## config.mk

```make
export PLATFORM = sky130hd
export DESIGN_NAME = multi_slot_alarm_timer_unit
export DESIGN_NICKNAME = d
export VERILOG_FILES = /design/src/design/atu_pkg.sv /design/src/design/multi_slot_alarm_timer_unit.sv /design/src/design/atu_ram.sv /design/src/design/atu_dec.sv /design/src/design/atu_ctrl.sv
export SDC_FILE = /design/constraint.sdc
export NUM_CORES = 1
export LEC_CHECK = 0
export BUFFER_PORTS_ARGS = -buffer_cell sky130_fd_sc_hd__buf_4
export CAP_MARGIN = 20
export CORE_MARGIN = 10
export CORE_UTILIZATION = 25
export DETAILED_ROUTE_END_ITERATION = 10
export GPL_ROUTABILITY_DRIVEN = 0
export HOLD_SLACK_MARGIN = 0.12
export RECOVER_POWER = 25
export REMOVE_ABC_BUFFERS = 1
export SLEW_MARGIN = 25
export SYNTH_ARGS = -nofsm -noshare
export SYNTH_HDL_FRONTEND = slang
export SYNTH_SLANG_ARGS = --single-unit
```

## constraint.sdc

```tcl
create_clock -name clk -period 5.32 [get_ports clk]
set_input_delay 0 -clock clk [delete_from_list [all_inputs] [get_ports clk]]
set_output_delay 0 -clock clk [all_outputs]
set_load 0.02 [all_outputs]
```

## src/design/atu_pkg.sv

```systemverilog
// Shared types, constants and helpers for the alarm timer unit.
package atu_pkg;

  localparam int SLOTS     = 16;
  localparam int SLOT_W    = (SLOTS > 1) ? $clog2(SLOTS) : 1;
  localparam int CNT_W     = $clog2(SLOTS + 1);
  localparam int IDX_W     = (SLOT_W > 4) ? SLOT_W : 4;
  localparam int TICK_W    = 16;
  localparam int MAX_FIRED = 16;
  localparam int FIRED_W   = $clog2(MAX_FIRED + 1);

  typedef enum logic [1:0] {
    CMD_REGISTER   = 2'd0,
    CMD_TICK       = 2'd1,
    CMD_CANCEL     = 2'd2,
    CMD_CANCEL_ALL = 2'd3
  } cmd_t;

  typedef enum logic [2:0] {
    KIND_REGISTERED = 3'd0,
    KIND_FULL       = 3'd1,
    KIND_ZERO_DELAY = 3'd2,
    KIND_FIRED      = 3'd3,
    KIND_DONE       = 3'd4
  } kind_t;

  typedef enum logic [2:0] {
    ST_IDLE,
    ST_FIND,
    ST_TSCAN,
    ST_TCALC,
    ST_EMIT
  } state_t;

  typedef struct packed {
    logic       valid;
    kind_t      kind;
    logic [3:0] slot;
    logic       last;
  } emit_t;

  // Slot numbers are reported modulo sixteen.
  function automatic logic [3:0] slot_field(input logic [CNT_W-1:0] c);
    logic [CNT_W+3:0] t;
    t = {4'b0000, c};
    return t[3:0];
  endfunction

endpackage

```

## src/design/multi_slot_alarm_timer_unit.sv

```systemverilog
// Alarm timer unit top level: sequencer, slot RAM, decrement unit, output register.
//
// The unit keeps SLOTS (16) alarm slots, each a 16-bit count in a RAM plus an
// active flag in flip-flops, so reset and cancel-all free every slot at once
// and no clearing pass is needed. One command is taken at a time; in_stall is
// high until its last result has been moved into the output register. A zero
// delay or a cancel goes straight to its result, with no slot sweep. A register
// command scans the active flags one slot per cycle from slot 0 and stops at
// the lowest free slot, or at the end of the table when it is full. A tick
// sweeps the slots with one shared decrement unit: a free slot is skipped and
// an active slot takes a RAM read, then decrement and write back. The sweep
// holds while a fired result waits on a stalled output side. Each fired result
// has last low; every command ends with exactly one result with last high.
module multi_slot_alarm_timer_unit import atu_pkg::*; (
  input  logic        clk,
  input  logic        rst_n,
  input  logic        in_valid,
  output logic        in_stall,
  input  logic [1:0]  in_command,
  input  logic [15:0] in_delay_ticks,
  input  logic [3:0]  in_slot_index,
  output logic        out_valid,
  input  logic        out_stall,
  output logic [2:0]  out_event_kind,
  output logic [3:0]  out_slot_number,
  output logic        out_last
);

  emit_t             emit;
  logic              out_free;
  logic              ram_wr_en;
  logic [SLOT_W-1:0] ram_wr_addr;
  logic [TICK_W-1:0] ram_wr_data;
  logic              ram_rd_en;
  logic [SLOT_W-1:0] ram_rd_addr;
  logic [TICK_W-1:0] ram_rd_data;
  logic [TICK_W-1:0] dec_q;
  logic              dec_zero;

  logic              out_valid_r, out_valid_nxt;
  kind_t             out_kind_r;
  logic [3:0]        out_slot_r;
  logic              out_last_r;

  atu_ctrl u_ctrl (
    .clk            (clk),
    .rst_n          (rst_n),
    .in_valid       (in_valid),
    .in_command     (in_command),
    .in_delay_ticks (in_delay_ticks),
    .in_slot_index  (in_slot_index),
    .in_stall       (in_stall),
    .out_free       (out_free),
    .emit           (emit),
    .ram_wr_en      (ram_wr_en),
    .ram_wr_addr    (ram_wr_addr),
    .ram_wr_data    (ram_wr_data),
    .ram_rd_en      (ram_rd_en),
    .ram_rd_addr    (ram_rd_addr),
    .dec_q          (dec_q),
    .dec_zero       (dec_zero)
  );

  atu_ram #(
    .WIDTH (TICK_W),
    .DEPTH (SLOTS)
  ) u_ram (
    .clk     (clk),
    .wr_en   (ram_wr_en),
    .wr_addr (ram_wr_addr),
    .wr_data (ram_wr_data),
    .rd_en   (ram_rd_en),
    .rd_addr (ram_rd_addr),
    .rd_data (ram_rd_data)
  );

  atu_dec u_dec (
    .a    (ram_rd_data),
    .q    (dec_q),
    .zero (dec_zero)
  );

  // The output register can take a new result when empty or being drained.
  assign out_free = !out_valid_r || !out_stall;

  always_comb begin
    out_valid_nxt = out_valid_r;
    if (emit.valid) begin
      out_valid_nxt = 1'b1;
    end else if (!out_stall) begin
      out_valid_nxt = 1'b0;
    end
  end

  always_ff @(posedge clk) begin
    if (!rst_n) begin
      out_valid_r <= 1'b0;
    end else begin
      out_valid_r <= out_valid_nxt;
    end
  end

  always_ff @(posedge clk) begin
    if (emit.valid) begin
      out_kind_r <= emit.kind;
      out_slot_r <= emit.slot;
      out_last_r <= emit.last;
    end
  end

  assign out_valid       = out_valid_r;
  assign out_event_kind  = out_kind_r;
  assign out_slot_number = out_slot_r;
  assign out_last        = out_last_r;

endmodule

```

## src/design/atu_ram.sv

```systemverilog
// Generic single-write, single-read RAM with registered read data.
module atu_ram #(
  parameter int WIDTH = 16,
  parameter int DEPTH = 16
) (
  input  logic                                         clk,
  input  logic                                         wr_en,
  input  logic [((DEPTH > 1) ? $clog2(DEPTH) : 1)-1:0] wr_addr,
  input  logic [WIDTH-1:0]                             wr_data,
  input  logic                                         rd_en,
  input  logic [((DEPTH > 1) ? $clog2(DEPTH) : 1)-1:0] rd_addr,
  output logic [WIDTH-1:0]                             rd_data
);

  logic [WIDTH-1:0] mem [DEPTH];
  logic [WIDTH-1:0] rd_data_r;

  always_ff @(posedge clk) begin
    if (wr_en) begin
      mem[wr_addr] <= wr_data;
    end
    if (rd_en) begin
      rd_data_r <= mem[rd_addr];
    end
  end

  assign rd_data = rd_data_r;

endmodule

```

## src/design/atu_dec.sv

```systemverilog
// Shared decrement unit with a reached-zero flag for the tick sweep.
module atu_dec import atu_pkg::*; (
  input  logic [TICK_W-1:0] a,
  output logic [TICK_W-1:0] q,
  output logic              zero
);

  assign q    = a - TICK_W'(1);
  assign zero = (a == TICK_W'(1));

endmodule

```

## src/design/atu_ctrl.sv

```systemverilog
// Sequencer: command decode, slot sweep, active flags and result requests.
module atu_ctrl import atu_pkg::*; (
  input  logic              clk,
  input  logic              rst_n,
  input  logic              in_valid,
  input  logic [1:0]        in_command,
  input  logic [15:0]       in_delay_ticks,
  input  logic [3:0]        in_slot_index,
  output logic              in_stall,
  input  logic              out_free,
  output emit_t             emit,
  output logic              ram_wr_en,
  output logic [SLOT_W-1:0] ram_wr_addr,
  output logic [TICK_W-1:0] ram_wr_data,
  output logic              ram_rd_en,
  output logic [SLOT_W-1:0] ram_rd_addr,
  input  logic [TICK_W-1:0] dec_q,
  input  logic              dec_zero
);

  state_t              state_r, state_nxt;
  logic [CNT_W-1:0]    cnt_r, cnt_nxt;
  logic [FIRED_W-1:0]  fired_r, fired_nxt;
  logic [TICK_W-1:0]   delay_r, delay_nxt;
  kind_t               res_kind_r, res_kind_nxt;
  logic [3:0]          res_slot_r, res_slot_nxt;
  logic [SLOTS-1:0]    active_r, active_nxt;

  logic                accept;
  cmd_t                cmd_in;
  logic [IDX_W-1:0]    cancel_idx;
  logic [SLOT_W-1:0]   cur;
  logic                at_end;
  logic                fire_report;

  assign accept      = in_valid && (state_r == ST_IDLE);
  assign in_stall    = (state_r != ST_IDLE);
  assign cmd_in      = cmd_t'(in_command);
  assign cancel_idx  = IDX_W'(in_slot_index);
  assign cur         = cnt_r[SLOT_W-1:0];
  assign at_end      = (cnt_r == CNT_W'(SLOTS));
  assign fire_report = dec_zero && (fired_r != FIRED_W'(MAX_FIRED));

  always_comb begin
    state_nxt = state_r;
    case (state_r)
      ST_IDLE: begin
        if (accept) begin
          case (cmd_in)
            CMD_REGISTER: state_nxt = (in_delay_ticks == '0) ? ST_EMIT : ST_FIND;
            CMD_TICK:     state_nxt = ST_TSCAN;
            default:      state_nxt = ST_EMIT;
          endcase
        end
      end
      ST_FIND: begin
        if (at_end || !active_r[cur]) begin
          state_nxt = ST_EMIT;
        end
      end
      ST_TSCAN: begin
        if (at_end) begin
          state_nxt = ST_EMIT;
        end else if (active_r[cur]) begin
          state_nxt = ST_TCALC;
        end
      end
      ST_TCALC: begin
        if (!fire_report || out_free) begin
          state_nxt = ST_TSCAN;
        end
      end
      ST_EMIT: begin
        if (out_free) begin
          state_nxt = ST_IDLE;
        end
      end
      default: state_nxt = ST_IDLE;
    endcase
  end

  always_comb begin
    cnt_nxt      = cnt_r;
    fired_nxt    = fired_r;
    delay_nxt    = delay_r;
    res_kind_nxt = res_kind_r;
    res_slot_nxt = res_slot_r;
    active_nxt   = active_r;
    emit         = '{valid: 1'b0, kind: KIND_DONE, slot: 4'd0, last: 1'b1};
    ram_wr_en    = 1'b0;
    ram_wr_addr  = cur;
    ram_wr_data  = dec_q;
    ram_rd_en    = 1'b0;
    ram_rd_addr  = cur;
    case (state_r)
      ST_IDLE: begin
        if (accept) begin
          cnt_nxt      = '0;
          fired_nxt    = '0;
          delay_nxt    = in_delay_ticks;
          res_kind_nxt = KIND_DONE;
          res_slot_nxt = 4'd0;
          case (cmd_in)
            CMD_REGISTER: begin
              if (in_delay_ticks == '0) begin
                res_kind_nxt = KIND_ZERO_DELAY;
              end
            end
            CMD_TICK: ;
            CMD_CANCEL: begin
              // An index past the table is ignored; a free slot stays free.
              if (int'(in_slot_index) < SLOTS) begin
                active_nxt[cancel_idx[SLOT_W-1:0]] = 1'b0;
              end
            end
            default: active_nxt = '0;
          endcase
        end
      end
      ST_FIND: begin
        if (at_end) begin
          res_kind_nxt = KIND_FULL;
        end else if (!active_r[cur]) begin
          ram_wr_en         = 1'b1;
          ram_wr_data       = delay_r;
          active_nxt[cur]   = 1'b1;
          res_kind_nxt      = KIND_REGISTERED;
          res_slot_nxt      = slot_field(cnt_r);
        end else begin
          cnt_nxt = cnt_r + CNT_W'(1);
        end
      end
      ST_TSCAN: begin
        if (!at_end) begin
          if (active_r[cur]) begin
            ram_rd_en = 1'b1;
          end else begin
            cnt_nxt = cnt_r + CNT_W'(1);
          end
        end
      end
      ST_TCALC: begin
        // Hold the slot untouched while a fired result waits for the output.
        if (!fire_report || out_free) begin
          ram_wr_en = 1'b1;
          cnt_nxt   = cnt_r + CNT_W'(1);
          if (dec_zero) begin
            active_nxt[cur] = 1'b0;
          end
          if (fire_report) begin
            emit      = '{valid: 1'b1, kind: KIND_FIRED, slot: slot_field(cnt_r), last: 1'b0};
            fired_nxt = fired_r + FIRED_W'(1);
          end
        end
      end
      ST_EMIT: begin
        if (out_free) begin
          emit = '{valid: 1'b1, kind: res_kind_r, slot: res_slot_r, last: 1'b1};
        end
      end
      default: ;
    endcase
  end

  always_ff @(posedge clk) begin
    if (!rst_n) begin
      state_r  <= ST_IDLE;
      active_r <= '0;
      cnt_r    <= '0;
      fired_r  <= '0;
    end else begin
      state_r  <= state_nxt;
      active_r <= active_nxt;
      cnt_r    <= cnt_nxt;
      fired_r  <= fired_nxt;
    end
  end

  always_ff @(posedge clk) begin
    delay_r    <= delay_nxt;
    res_kind_r <= res_kind_nxt;
    res_slot_r <= res_slot_nxt;
  end

endmodule

```

==> results.py <==
metrics = {
    "sta": {
        "period_share_pct": 75.20,
        "clock_skew_ps": 26.79,
        "max_freq_mhz": 250.0,
        "setup_viol": 0,
        "slew_violations": 22,
        "rsz0062_at_grt": "no",
        "tightest_slew_ps": 2064,
        "slew_headroom_pct": -37.58,
        "period_needed_ps": 4000,
        "finalHoldViolations": 0,
    },
    "floorplan": {
        "initial_core_util_pct": 25.39,
        "die_x_um": 254.7,
        "core_area_um2": 54240,
        "die_y_um": 254.7,
        "rows": 85,
        "ios": 36,
        "dieArea_um2": 64880,
    },
    "power": {
        "ir_drop_uv": 255.7,
        "p_per_area_nw_per_um2": 434.6,
        "power_uw": 7083,
        "leakage_uw": 0.004933,
    },
    "cells_and_area": {
        "nNetsFinal": 938,
        "final_layout_size_suffix_gt1_share_pct": 21.55,
        "fin_cells": 1624,
        "diodes": 0,
        "areaGrowthSynthToFinish_pct": 18.33,
        "nFillCells": 5332,
    },
    "global_route": {
        "grt-ovfl-total": 0,
        "track_usage_pct": 10.20,
        "grt_max_degree": 67,
        "grt_antenna_before_repair": 0,
        "first_global_vias": 7593,
        "grt_pass1_wl_mm": 49.93,
    },
    "cts": {
        "cts_tree": "done",
        "post_cts_buffers": 0,
        "cts-hold-fix-buffers": 27,
        "cts-root-buf": "clkbuf_16",
        "clock_latency_ps": 540,
        "clk_path_buf_depth": 3,
        "htreeDepth": 2,
        "cts_made_buffers": 34,
        "clkTransAtPathRegs_ps": 60,
        "cts.repair.resized": 0,
        "cts.sinks": 333,
    },
    "critical_path": {
        "critPathKind": "reg -> reg",
        "r2r_cells": 8,
        "worstPathArrival_ps": 4210,
        "r2r_setup_slack_ps": 1320,
        "critPathRequiredTime_ps": 5530,
        "reg2reg_to": "u_ram.mem[8][2]",
        "r2r-start": "u_ctrl.cnt_r[0]",
        "crit_fanout": 27,
        "cp-start-kind": "register",
        "crit_path_end_kind": "register",
    },
    "synthesis": {
        "ys_ff_latch": 333,
        "syn_inst": 814,
        "syn-cell-area_um2": 13770,
        "seq_area_frac_synth_pct": 70.42,
        "yosys_warnings": 0,
        "synthArstFlopShare_pct": 0,
        "synth_enable_flop_cells": 303,
        "ys.flop_type": "edfxtp_1",
        "synthDistinctLibCells": 53,
        "avgSynthCellArea_um2": 16.92,
    },
    "flow_run": {
        "drv_cap": 1,
    },
    "drt": {
        "drc": 0,
        "first_pass_iters": 7,
        "drt-wirelength-per-cell_um": 20.42,
        "drt_iter0_drc": 848,
        "via_per_inst": 4.839,
        "num_vias": 7858,
        "drt-total-wl_mm": 33.16,
        "antenna_left": 0,
    },
    "placement": {
        "portBuffers": 35,
        "hpwl_mm": 19.99,
        "dp.cells": 1537,
    },
    "hold_path": {
        "hp-start": "in_slot_index[2]",
        "min_path_cells": 4,
        "min_to": "u_ctrl.active_r[13]",
        "worstHoldPathType": "in -> reg",
    },
    "run_status": {
        "violations": "max-capacitance violations, max-slew violations",
        "status": "finished with violations",
    },
}
-- area by class of cell --
class | instances | area [um^2] | area share, %
sequential | 333 | 9707 | 59.56
multi-input combinational | 427 | 3881 | 23.81
clock buffer | 38 | 887.1 | 5.443
tap | 696 | 870.8 | 5.343
timing repair buffer | 96 | 694.4 | 4.261
clock inverter | 22 | 212.7 | 1.305
inverter | 12 | 45.04 | 0.2764
-- Yosys cell counts (all sizes together), types with 9 or more instances --
| master | number | area (um^2) |
|---|---|---|
| a21oi | 20 | 100.1 |
| a31oi | 21 | 131.4 |
| buf | 13 | 62.56 |
| clkbuf | 29 | 110.1 |
| dfxtp | 30 | 600.6 |
| edfxtp | 303 | 9099 |
| inv | 11 | 41.29 |
| mux2i | 11 | 113.9 |
| mux4 | 82 | 1847 |
| nand2 | 54 | 202.7 |
| nand3 | 10 | 50.05 |
| nor2 | 62 | 235.2 |
| nor3 | 15 | 75.07 |
| o21ai | 47 | 235.2 |
| o22a | 16 | 140.1 |
| xnor2 | 9 | 78.83 |
-- critical path, cell delays in order (launching register included) --
cell,delay [ps]
dfxtp_4,670
inv_1,290
ha_1,440
nand3_1,260
nand2_1,150
nor2_1,660
nor2_2,380
nor2_2,480
buf_4,340
-- report_power, final --
group | switching, uW | internal (uW)
registers | 143 | 3200
logic | 814 | 557
clock network | 1010 | 1360
total | 1960 | 5120
-- cells in the final DEF, fill, tap and decap left out, types with 3 or more instances in the layout --
master / n
clkbuf_1: 28
nor3_1: 15
ha_1: 8
nor2_2: 17
clkinv_1: 10
and3_1: 3
a31oi_1: 21
clkbuf_4: 5
clkinv_2: 4
dlygate4sd3_1: 27
nand2_1: 54
nor2_1: 45
buf_4: 39
bufinv_16: 3
dfxtp_1: 28
mux4_2: 82
o22a_1: 16
clkbuf_16: 35
or3_1: 7
xor2_1: 8
inv_1: 11
o221a_2: 4
o21ai_1: 4
edfxtp_1: 303
xnor2_1: 9
mux2i_1: 11
o21ai_0: 43
nor4_1: 8
nand4_1: 4
nand3_1: 10
a21oi_1: 20
nor2b_1: 8
nand2b_1: 5
-- sequential cells by signal, summed over array words and instances (netlist names) --
name,flops
u_ram.mem,256
u_ctrl.state_r,3
u_ctrl.fired_r,5
u_ctrl.delay_r,16
out_valid,1
u_ctrl.res_slot_r,4
u_ctrl.active_r,16
u_ctrl.cnt_r,5
out_event_kind,3
u_ctrl.res_kind_r,3
out_slot_number,4
out_last,1
u_ram.rd_data,16
-- worst max-delay path by stage --
stage | to | startpoint
floorplan | u_ram.mem[12][0] | u_ctrl.cnt_r[0]
global placement | u_ram.mem[4][10] | u_ctrl.cnt_r[0]
detailed placement | u_ram.mem[8][4] | u_ctrl.cnt_r[0]
CTS | u_ram.mem[8][6] | u_ctrl.cnt_r[0]
global route | u_ram.mem[8][6] | u_ctrl.cnt_r[0]
finish | u_ram.mem[8][2] | u_ctrl.cnt_r[0]
-- cells by family (layout without fill, tap and decap cells) --
family	after synthesis	in the layout	share of synthesized area [%]
xor gates and xnor gates	17	17	1.081
AOI/OAI and AO/OA	122	122	5.587
DFF	333	333	70.42
buffers and inverters	54	168	1.581
adders and majority gates	8	8	0.7268
muxes	93	93	14.24
and+or+nand+nor	187	187	6.368
-- routing by layer --
layer | wire length, um | track usage [%] | up-vias
met2 | 14390 | 14.57 | 326
met5 | 0 | 0 | -
met3 | 2683 | 2.524 | 46
li1 | - | - | 3454
met1 | 15520 | 15.11 | 4032
met4 | 571 | 2.516 | 0
-- metrics by stage --
stage	worst slack (ps)	area [um^2]	setup TNS, ps	hold slack (ps)	utilization, %
floorplan	-1419	13600	-635170	98.87	-
global placement	1549	15040	0	191.9	27.74
detailed placement	1680	15040	0	191.8	27.74
CTS	1682	16410	0	121.9	30.26
global route	924.5	16300	0	170.1	30.05
finish	1320	16300	0	160.4	30.05
Power figures use the tool's default switching activity.
